[config.mk]
export PLATFORM = sky130hd
export DESIGN_NAME = ascii_hex_sum_checksum
export DESIGN_NICKNAME = d
export VERILOG_FILES = /design/src/rtl/core/ahs_pkg.sv /design/src/rtl/core/ascii_hex_sum_checksum.sv /design/src/rtl/core/ahs_frame.sv
export SDC_FILE = /design/constraint.sdc
export NUM_CORES = 1
export LEC_CHECK = 0
export BUFFER_PORTS_ARGS = -buffer_cell sky130_fd_sc_hd__buf_2
export CORE_AREA = 2 2 125 127
export CTS_CLUSTER_SIZE = 28
export DETAILED_ROUTE_END_ITERATION = 16
export DIE_AREA = 0 0 127 129
export GPL_ROUTABILITY_DRIVEN = 0
export MAX_ROUTING_LAYER = met4
export SLEW_MARGIN = 20
export SYNTH_ARGS = -nofsm -noshare
export SYNTH_HDL_FRONTEND = slang
export SYNTH_SLANG_ARGS = --single-unit
[constraint.sdc]
create_clock -name clk -period 4.9 [get_ports clk]
set_input_delay 0.98 -clock clk [delete_from_list [all_inputs] [get_ports clk]]
set_output_delay 0.98 -clock clk [all_outputs]
set_load 0.01 [all_outputs]
[src/rtl/core/ahs_pkg.sv]
// Shared types, character constants and helper functions for the
// ASCII hex mod-255 checksum block. No dependencies.
package ahs_pkg;

  localparam logic [7:0] Modulus  = 8'd255;
  localparam logic [7:0] StarChar = 8'h2A;

  localparam logic [2:0] VERDICT_GOOD     = 3'd0;
  localparam logic [2:0] VERDICT_SHORT    = 3'd1;
  localparam logic [2:0] VERDICT_NO_STAR  = 3'd2;
  localparam logic [2:0] VERDICT_BAD_HEX  = 3'd3;
  localparam logic [2:0] VERDICT_MISMATCH = 3'd4;

  typedef struct packed {
    logic [7:0] data_byte;
    logic       frame_end;
  } in_t;

  typedef struct packed {
    logic [7:0] out_byte;
    logic       out_last;
    logic [2:0] verdict;
    logic [7:0] sum_value;
  } out_t;

  // Result of one frame step, handed from the frame tracker to the top level.
  typedef struct packed {
    logic       has_beat;
    out_t       beat;
    logic       suffix;
    logic [7:0] sum;
  } step_res_t;

  // Sum mod 255; inputs stay below 510, so one compare and subtract suffices.
  function automatic logic [7:0] mod_add(input logic [7:0] a, input logic [7:0] b);
    logic [8:0] t;
    t = {1'b0, a} + {1'b0, b};
    if (t >= {1'b0, Modulus}) begin
      t = t - {1'b0, Modulus};
    end
    return t[7:0];
  endfunction

  function automatic logic [7:0] hex_char(input logic [3:0] nib);
    if (nib < 4'd10) begin
      return 8'h30 + {4'd0, nib};
    end
    return 8'h57 + {4'd0, nib};
  endfunction

  // Bit 4 set marks a byte that is not a hex digit.
  function automatic logic [4:0] hex_value(input logic [7:0] c);
    if (c inside {[8'h30:8'h39]}) begin
      return {1'b0, 4'(c - 8'h30)};
    end else if (c inside {[8'h61:8'h66]}) begin
      return {1'b0, 4'(c - 8'h57)};
    end else if (c inside {[8'h41:8'h46]}) begin
      return {1'b0, 4'(c - 8'h37)};
    end
    return 5'b10000;
  endfunction

endpackage

[src/rtl/core/ascii_hex_sum_checksum.sv]
// Top level of the ASCII hex mod-255 checksum block.
// Depends on ahs_pkg and ahs_frame.
//
// Usage:
//   Input channel (in_valid / in_stall / in_data) carries one frame byte per
//   beat, with frame_end on the last byte of a frame. Output channel
//   (out_valid / out_stall / out_data) carries result beats.
//   cfg_we / cfg_wdata write the mode bit: 0 checks a trailing "*hh" suffix,
//   1 passes bytes through and appends "*hh" (lower-case hex of the sum).
//   Write the mode only while the block is idle.
// Path: a taken byte sits in the input register; its result beat, if any,
//   then sits in the output register, from which it is offered.
// Throughput: one byte per cycle while the output is not stalled. In
//   generate mode the last byte of a frame yields four beats, so the output
//   register holds off the input while the suffix drains. In check mode only
//   the last byte of a frame yields a beat; other bytes pass the input register
//   even while the output is stalled.
// Reset (rst_n low, synchronous): both registers empty, mode back to check,
//   frame state cleared. No clearing pass is needed.
// Stall: a stalled output beat holds; the input register keeps taking bytes
//   until it holds one that cannot move on, then in_stall rises.
module ascii_hex_sum_checksum
  import ahs_pkg::*;
(
  input  logic clk,
  input  logic rst_n,
  input  logic in_valid,
  output logic in_stall,
  input  in_t  in_data,
  output logic out_valid,
  input  logic out_stall,
  output out_t out_data,
  input  logic cfg_we,
  input  logic cfg_wdata
);

  logic       mode_r;
  logic       in_valid_r;
  in_t        in_data_r;
  logic       out_valid_r;
  out_t       out_r;
  logic [1:0] suf_cnt_r;
  logic [7:0] suf_sum_r;

  step_res_t  res;
  logic       out_free;
  logic       advance;
  logic       in_accept;
  logic       out_take;
  out_t       suf_beat;

  // Output slot is free next cycle if empty, or its beat leaves with no suffix left.
  assign out_free  = !out_valid_r || (!out_stall && (suf_cnt_r == 2'd0));
  assign advance   = in_valid_r && (!res.has_beat || out_free);
  assign in_stall  = in_valid_r && !advance;
  assign in_accept = in_valid && !in_stall;
  assign out_take  = out_valid_r && !out_stall;

  ahs_frame u_frame (
    .clk   (clk),
    .rst_n (rst_n),
    .step  (advance),
    .mode  (mode_r),
    .item  (in_data_r),
    .res   (res)
  );

  // Suffix beats: star, then high digit, then low digit with the sum.
  always_comb begin
    suf_beat = '0;
    case (suf_cnt_r)
      2'd3: begin
        suf_beat.out_byte = StarChar;
      end
      2'd2: begin
        suf_beat.out_byte = hex_char(suf_sum_r[7:4]);
      end
      2'd1: begin
        suf_beat.out_byte  = hex_char(suf_sum_r[3:0]);
        suf_beat.out_last  = 1'b1;
        suf_beat.sum_value = suf_sum_r;
      end
      default: begin
        suf_beat = '0;
      end
    endcase
  end

  always_ff @(posedge clk) begin
    if (!rst_n) begin
      mode_r      <= 1'b0;
      in_valid_r  <= 1'b0;
      out_valid_r <= 1'b0;
      suf_cnt_r   <= '0;
    end else begin
      if (cfg_we) begin
        mode_r <= cfg_wdata;
      end

      // input register: load on accept, drop once the byte moves on
      if (in_accept) begin
        in_valid_r <= 1'b1;
      end else if (advance) begin
        in_valid_r <= 1'b0;
      end

      // output register: new beat, next suffix beat, or empty
      if (advance && res.has_beat) begin
        out_valid_r <= 1'b1;
        suf_cnt_r   <= res.suffix ? 2'd3 : 2'd0;
      end else if (out_take) begin
        if (suf_cnt_r != 2'd0) begin
          suf_cnt_r <= suf_cnt_r - 2'd1;
        end else begin
          out_valid_r <= 1'b0;
        end
      end
    end
  end

  always_ff @(posedge clk) begin
    if (in_accept) begin
      in_data_r <= in_data;
    end
    if (advance && res.has_beat) begin
      out_r     <= res.beat;
      suf_sum_r <= res.sum;
    end else if (out_take && (suf_cnt_r != 2'd0)) begin
      out_r <= suf_beat;
    end
  end

  assign out_valid = out_valid_r;
  assign out_data  = out_r;

endmodule

[src/rtl/core/ahs_frame.sv]
// Per-frame checksum state: running sum, three-byte check window, byte count.
// Depends on ahs_pkg.
module ahs_frame
  import ahs_pkg::*;
(
  input  logic      clk,
  input  logic      rst_n,
  input  logic      step,
  input  logic      mode,
  input  in_t       item,
  output step_res_t res
);

  logic [7:0] win_r [3];
  logic [7:0] total_r;
  logic [1:0] seen_r;

  logic [7:0] win_nxt [3];
  logic [7:0] total_nxt;
  logic [1:0] seen_nxt;
  logic [7:0] gen_sum;
  logic [4:0] hi_val;
  logic [4:0] lo_val;
  logic [2:0] verdict;

  always_comb begin
    gen_sum    = mod_add(total_r, item.data_byte);
    win_nxt[0] = win_r[1];
    win_nxt[1] = win_r[2];
    win_nxt[2] = item.data_byte;
    if (seen_r == 2'd3) begin
      total_nxt = mod_add(total_r, win_r[0]);
      seen_nxt  = seen_r;
    end else begin
      total_nxt = total_r;
      seen_nxt  = seen_r + 2'd1;
    end
    hi_val = hex_value(win_nxt[1]);
    lo_val = hex_value(win_nxt[2]);
    if (seen_nxt != 2'd3) begin
      verdict = VERDICT_SHORT;
    end else if (win_nxt[0] != StarChar) begin
      verdict = VERDICT_NO_STAR;
    end else if (hi_val[4] || lo_val[4]) begin
      verdict = VERDICT_BAD_HEX;
    end else if ({hi_val[3:0], lo_val[3:0]} != total_nxt) begin
      verdict = VERDICT_MISMATCH;
    end else begin
      verdict = VERDICT_GOOD;
    end

    res = '0;
    if (mode) begin
      res.has_beat       = 1'b1;
      res.beat.out_byte  = item.data_byte;
      res.suffix         = item.frame_end;
      res.sum            = gen_sum;
    end else begin
      res.has_beat       = item.frame_end;
      res.beat.out_last  = 1'b1;
      res.beat.verdict   = verdict;
      res.beat.sum_value = (seen_nxt == 2'd3) ? total_nxt : 8'd0;
    end
  end

  always_ff @(posedge clk) begin
    if (!rst_n) begin
      win_r[0] <= '0;
      win_r[1] <= '0;
      win_r[2] <= '0;
      total_r  <= '0;
      seen_r   <= '0;
    end else if (step) begin
      if (item.frame_end) begin
        // clear the frame on its last byte
        win_r[0] <= '0;
        win_r[1] <= '0;
        win_r[2] <= '0;
        total_r  <= '0;
        seen_r   <= '0;
      end else if (mode) begin
        total_r <= gen_sum;
      end else begin
        win_r[0] <= win_nxt[0];
        win_r[1] <= win_nxt[1];
        win_r[2] <= win_nxt[2];
        total_r  <= total_nxt;
        seen_r   <= seen_nxt;
      end
    end
  end

endmodule

==> Word level (Yosys, flattened, before mapping) <==
Memories as Yosys holds them, arrays and structs flattened.
Cells that the tools add are included.
W data, S select, Z words.
{ "totals": {"mem_count": 1, "reg_bits": 52, "out_inout_bits": 22, "ram_bits": 24, "elab_cells": 161, "input_bits": 15} }
{ "memory_table": {"columns": ["name", "depth", "width", "read_ports", "rd_ports_with_merged_regs", "write_ports", "line_no", "rtl"], "rows": [
  ["u_frame.win_r", 3, 8, 3, 0, 3, "ahs_frame.sv:14", "logic [7:0] win_r [3];"]
]} }
{ "op_classes": {"n_reduce_logical": 30, "add_sub_neg": 16, "mux": 69, "n_eq_ne": 10, "magnitude_cmp": 16, "bitwise": 6} }
{ "ops": {"columns": ["operator", "n"], "rows": [
  ["$mux W8", 18],
  ["$mux W20", 2],
  ["$mux W5", 8],
  ["$ge A8 B7 Y1 const B", 4],
  ["$le A8 B7 Y1 const B", 4],
  ["$mux W1", 27],
  ["$pmux W8 S3", 1],
  ["$add A8 B8 Y9", 2],
  ["$ge A9 B8 Y1 const B", 2],
  ["$add A7 B4 Y8 const A", 2],
  ["$ge A8 B6 Y1 const B", 2],
  ["$le A8 B6 Y1 const B", 2],
  ["$sub A4 B3 Y4 const B", 4],
  ["$sub A8 B8 Y8 const B", 2],
  ["$add A6 B4 Y7 const A", 2],
  ["$mux W2", 7],
  ["$logic_and A1 B1 Y1", 13],
  ["$mux W12", 1],
  ["$mux W3", 4],
  ["$reduce_bool A2 Y1", 5],
  ["$mux W9", 1],
  ["$eq A2 B2 Y1 const B", 4],
  ["$lt A4 B4 Y1 const B", 2],
  ["$ne A8 B6 Y1 const B", 1],
  ["other kinds (12)", 27]
]} }

==> Longest topological paths before layout <==
An unclocked memory read counts as a cell.
{ "logic_depth": {"ltp_word": 14, "mapped_depth": 13, "depth_no_buf": 12} }

==> By module <==
A second synthesis with hierarchy kept.
{ "hier_totals": {"hier_cells": 520, "hier_area_um2": 5037.3} }
{ "by_module_without_submodules": {"columns": ["mod", "seq_area_each_um2", "cells_per_inst", "instances", "area_per_inst_um2"], "rows": [
  ["ahs_frame", 920.9, 364, 1, 3146.8],
  ["ascii_hex_sum_checksum", 1211.2, 156, 1, 1890.6]
]} }

==> Worst setup path before layout <==
No wires, ideal clock.
{ "synth_path": {"path_type": "in2reg", "from": "input out_stall", "to": "memory u_frame.win_r[0][0], enable pin", "cell_stages": 4, "path_slack_ps": 1072, "arrival_ps": 3388, "n_path_buf": 1, "required_time_ps": 4460, "setup_ps": 440, "cell_sequence": "o21ai_0 -> o21ai_0 -> clkbuf_1 -> o21ai_0"} }
{ "synth_rtl": {"columns": ["element", "line_no", "rtl"], "rows": [
  ["start: declaration", "ascii_hex_sum_checksum.sv:31", "input logic out_stall,"],
  ["end: declaration", "ahs_frame.sv:14", null]
]} }

==> Worst setup path after layout <==
{ "layout_path": {"from": "register u_frame.total_r[0]", "to": "register out_r, in the netlist out_data[10] (data pin)"} }
{ "layout_between": {"elab_chain_cells": 11, "word_cells_on_any_way": 12, "classes_between": "add/sub (2); order compare (1); eq/ne (1); mux (8)"} }
{ "layout_lines": {"columns": ["element", "line_no", "rtl"], "rows": [
  ["start: declaration", "ahs_frame.sv:15", "logic [7:0] total_r;"],
  ["start signal: assignment", "ahs_frame.sv:82", "total_r <= gen_sum;"],
  ["start signal: assignment", "ahs_frame.sv:87", "total_r <= total_nxt;"],
  ["$add A8 B8 Y9", "ahs_pkg.sv:37", "t = {1'b0, a} + {1'b0, b};"],
  ["$sub A8 B8 Y8 or $ge A9 B8 Y1 (tied branches)", "ahs_pkg.sv:39, ahs_pkg.sv:38", null],
  ["$mux W8", "ahs_pkg.sv:38", "if (t >= {1'b0, Modulus}) begin"],
  ["$mux W8 (*)", "ahs_frame.sv:31", "if (seen_r == 2'd3) begin"],
  ["$ne A8 B8 Y1 (*)", "ahs_frame.sv:46", "end else if ({hi_val[3:0], lo_val[3:0]} != total_nxt) begin"],
  ["$mux W3 (*)", "ahs_frame.sv:46", null],
  ["$mux W3 (*)", "ahs_frame.sv:44", "end else if (hi_val[4] || lo_val[4]) begin"],
  ["$mux W3 (*)", "ahs_frame.sv:42", "end else if (win_nxt[0] != StarChar) begin"],
  ["$mux W3 (*)", "ahs_frame.sv:40", "if (seen_nxt != 2'd3) begin"],
  ["$mux W12 (*)", "ahs_frame.sv:53", "if (mode) begin"],
  ["$mux W20 (*)", "ascii_hex_sum_checksum.sv:125", "if (advance && res.has_beat) begin"],
  ["end signal: assignment", "ascii_hex_sum_checksum.sv:126", "out_r <= res.beat;"],
  ["end signal: assignment", "ascii_hex_sum_checksum.sv:129", "out_r <= suf_beat;"],
  ["end: declaration", "ascii_hex_sum_checksum.sv:41", "out_t out_r;"]
]} }
Every way passes the cells marked *; elsewhere a longest branch is shown, timed or not.
A chain may end at the register's enable or synchronous reset.

==> qor.txt <==
GRT Resource Usage Total: 17.2%
Starting Density: 34.8%
Area grow syn2layout: 12.5%
Clock skew: 0.00691 ns
Hold Fails Final Rpt: 0
DPL Wire Length: 10.3 mm
Vias: 4302
CP Buf/Inv Count: 1
Initial DRC count: 380
Worst setup SP type: flop
Via count of the first global-routing pass: 4106
Layout cells sized above 1: 13.1%
Peak supply drop: 0.146 mV
Post-synth top flop: edfxtp_1
Crit path kind: flop to flop
Num CTS Buffers: 9
Critical Path RT: 4.97 ns
Gr ovfl total: 0
Minimum clock period after layout: 3.62 ns
Max incr delay on CP: 0.47 ns
CTS resizes: 0
Static leakage: 2.18 nW
Skew-Pair Late Insertion Delay: 0.33 ns
Post-synthesis compound-gate area fraction: 22.3%
Top cells by area, synth: edfxtp_1 (35%), ha_1 (7.7%), dfxtp_1 (5.8%), o21ai_0 (3.8%), nand2_1 (3.8%)
Status: completed
Antenna cells: 0
Unrepaired setup endpoints after global routing: false
First-pass GRT wire length: 21.5 mm
Most common cell after layout, fill and taps aside: edfxtp_1
Top Family by Delay on Critical Path: compound AO/OA/AOI/OAI gates
Row count: 45
Post-synth EDFFs: 61
Fmax: 277 MHz
Count of pins over their slew limit: 0
Mux contribution to synthesized area: 0.961%
Avg WL per Cell: 17.4 um
CTS tree: yes
Overall power: 1.59 mW
Final setup fails: 0
Yosys top cell by area: edfxtp_1
Yosys top cell area share: 35.2%
Setup TNS: 0 ns
Hold buffer count at cts: 0
Worst path cell trace: ha_1 -> inv_1 -> fa_1 -> and2b_1 -> o22a_2 -> xor2_2 -> nand3_1 -> o21ba_2 -> o21ai_1 -> o21ai_0 -> a2111oi_0 -> a31oi_1
R2R setup slack: 1.28 ns
CP max stage cell: a2111oi_0
Crit share post-route: 73.8%
Sequential fraction of the synthesis area: 40.9%
H-tree depth: 3
PortBufs: 36
Max-slew headroom: 34.8%
Root Buffer: clkbuf_16
Netlist area before placement: 5210 um2
First-pass DRT Iterations: 7
Syn nets: 587
Longest Clk Path Bufs: 2
Arrival time at the worst endpoint: 3.68 ns
Worst-margin pin slew: 0.975 ns
DRC violations left: 0
Final net count: 624
Synth Area in Adders: 8.46%
MaxCap Viol Count: 0
Total core area: 15000 um2
Most frequent cells in the layout: edfxtp_1 (61), nand2_1 (53), nor2_1 (40)
Power Density: 272 nW/um2
Post-CTS setup buffers: 0
Simple logic cell fraction of the synthesized area: 19.8%
DIE AREA: 16400 um2
Worst setup EP type: flop
Die H: 129 um
Sink Count: 76
Synth Area in XOR/XNOR: 4.83%
Class of the worst hold path: flop to flop
Worst Path Max Fanout: 6
Mapped Cells: 538
Yosys warns: 0
Combinational family with the most area after synthesis: compound AO/OA/AOI/OAI gates
Final WL: 13.4 mm
Asr flop ratio synth: 0%
Seq cells post-synth: 76
Synthesized area per cell: 9.68 um2
Num ports: 37
Clock-pin slew on the worst setup and hold paths: 0.06 ns
Number of antenna violations at the first check in global routing: 0
Die X-Extent: 127 um
Post-synth cell types: 78
Vias/cell: 5.60
Final ANT Viol Nets: 0
Pin count of the biggest net entering global routing: 26
[sequential cells by signal, indices dropped and copies added, names as in the netlist]
signal,count
u_frame.total_r,8
in_data_r,9
u_frame.win_r,24
mode_r,1
in_valid_r,1
u_frame.seen_r,2
out_valid,1
suf_sum_r,8
suf_cnt_r,2
out_data,20
[report_power, final]
group	internal, mW	total, mW	switching [mW]
sequential	0.732	0.766	0.0346
combinational	0.0872	0.230	0.143
clock	0.342	0.596	0.254
total	1.16	1.59	0.431
[through the flow]
stage | setup WS, ns | util [%] | cells | area, um2 | hold slack (ns)
after floorplan | 1.07 | - | 538 | 5210 | 0.482
after global placement | 1.50 | 37.4 | 752 | 5600 | 0.503
after detailed placement | 1.34 | 37.4 | 752 | 5600 | 0.518
after CTS | 1.35 | 39.1 | 768 | 5860 | 0.525
after global routing | 0.933 | 39.1 | 768 | 5860 | 0.557
final | 1.28 | 39.1 | 768 | 5860 | 0.537
[cell usage after synthesis (4+ instances only)]
master	number
nor2b_1	7
and2_1	30
mux2i_1	5
ha_1	32
nand2b_1	6
a21oi_1	24
a21o_1	10
nand2_1	53
o22ai_1	12
nor3_1	12
nand3_1	11
a22oi_1	6
o21ai_0	40
clkbuf_1	11
edfxtp_1	61
o21a_1	8
or3_1	4
a211oi_1	9
nor2_1	40
xnor2_1	16
o211ai_1	7
o21ba_2	5
nor4b_1	4
xor2_1	9
dfxtp_1	15
inv_1	24
a31oi_1	7
[worst paths after layout]
kind / from / to / depth (start not counted)
max: u_frame.total_r[0] / out_data[10] / 12
min: u_frame.seen_r[0] / u_frame.seen_r[0] / 2
max reg2reg: u_frame.total_r[0] / out_data[10] / 12
min reg2reg: u_frame.seen_r[0] / u_frame.seen_r[0] / 2
[worst reg2reg max path, cell delays in order (launching register included)]
cell       delay, ns
dfxtp_1         0.44
ha_1            0.24
inv_1           0.07
fa_1            0.40
and2b_1         0.25
o22a_2          0.21
xor2_2          0.28
nand3_1         0.23
o21ba_2         0.28
o21ai_1         0.22
o21ai_0         0.12
a2111oi_0       0.47
a31oi_1         0.14
[layer usage]
metal / up-vias / part of all wire, % / wire length (um) / track usage, %
li1: 2078 / - / - / -
met1: 2037 / 45 / 6020 / 22.3
met2: 158 / 46 / 6180 / 27.4
met3: 29 / 6.1 / 819 / 2.33
met4: 0 / 2.8 / 374 / 6.92
met5: - / 0 / 0 / -
[area by class of cell]
| class | count | area, um2 |
|---|---|---|
| Fill cell | 1501 | 9120 |
| Multi-Input combinational cell | 425 | 2940 |
| Sequential cell | 76 | 2130 |
| Clock buffer | 12 | 236 |
| Tap cell | 188 | 235 |
| Timing Repair Buffer | 38 | 195 |
| Inverter | 25 | 93.8 |
| Clock inverter | 4 | 26.3 |
[kinds of logic after synthesis]
logic type / count (synthesis)
AOI/OAI and AO/OA: 165
buffers and inverters: 37
DFF: 76
and+or+nand+nor: 194
muxes: 5
xor gates and xnor gates: 27
adders and majority gates: 34
(Power assumes the default switching activity.)
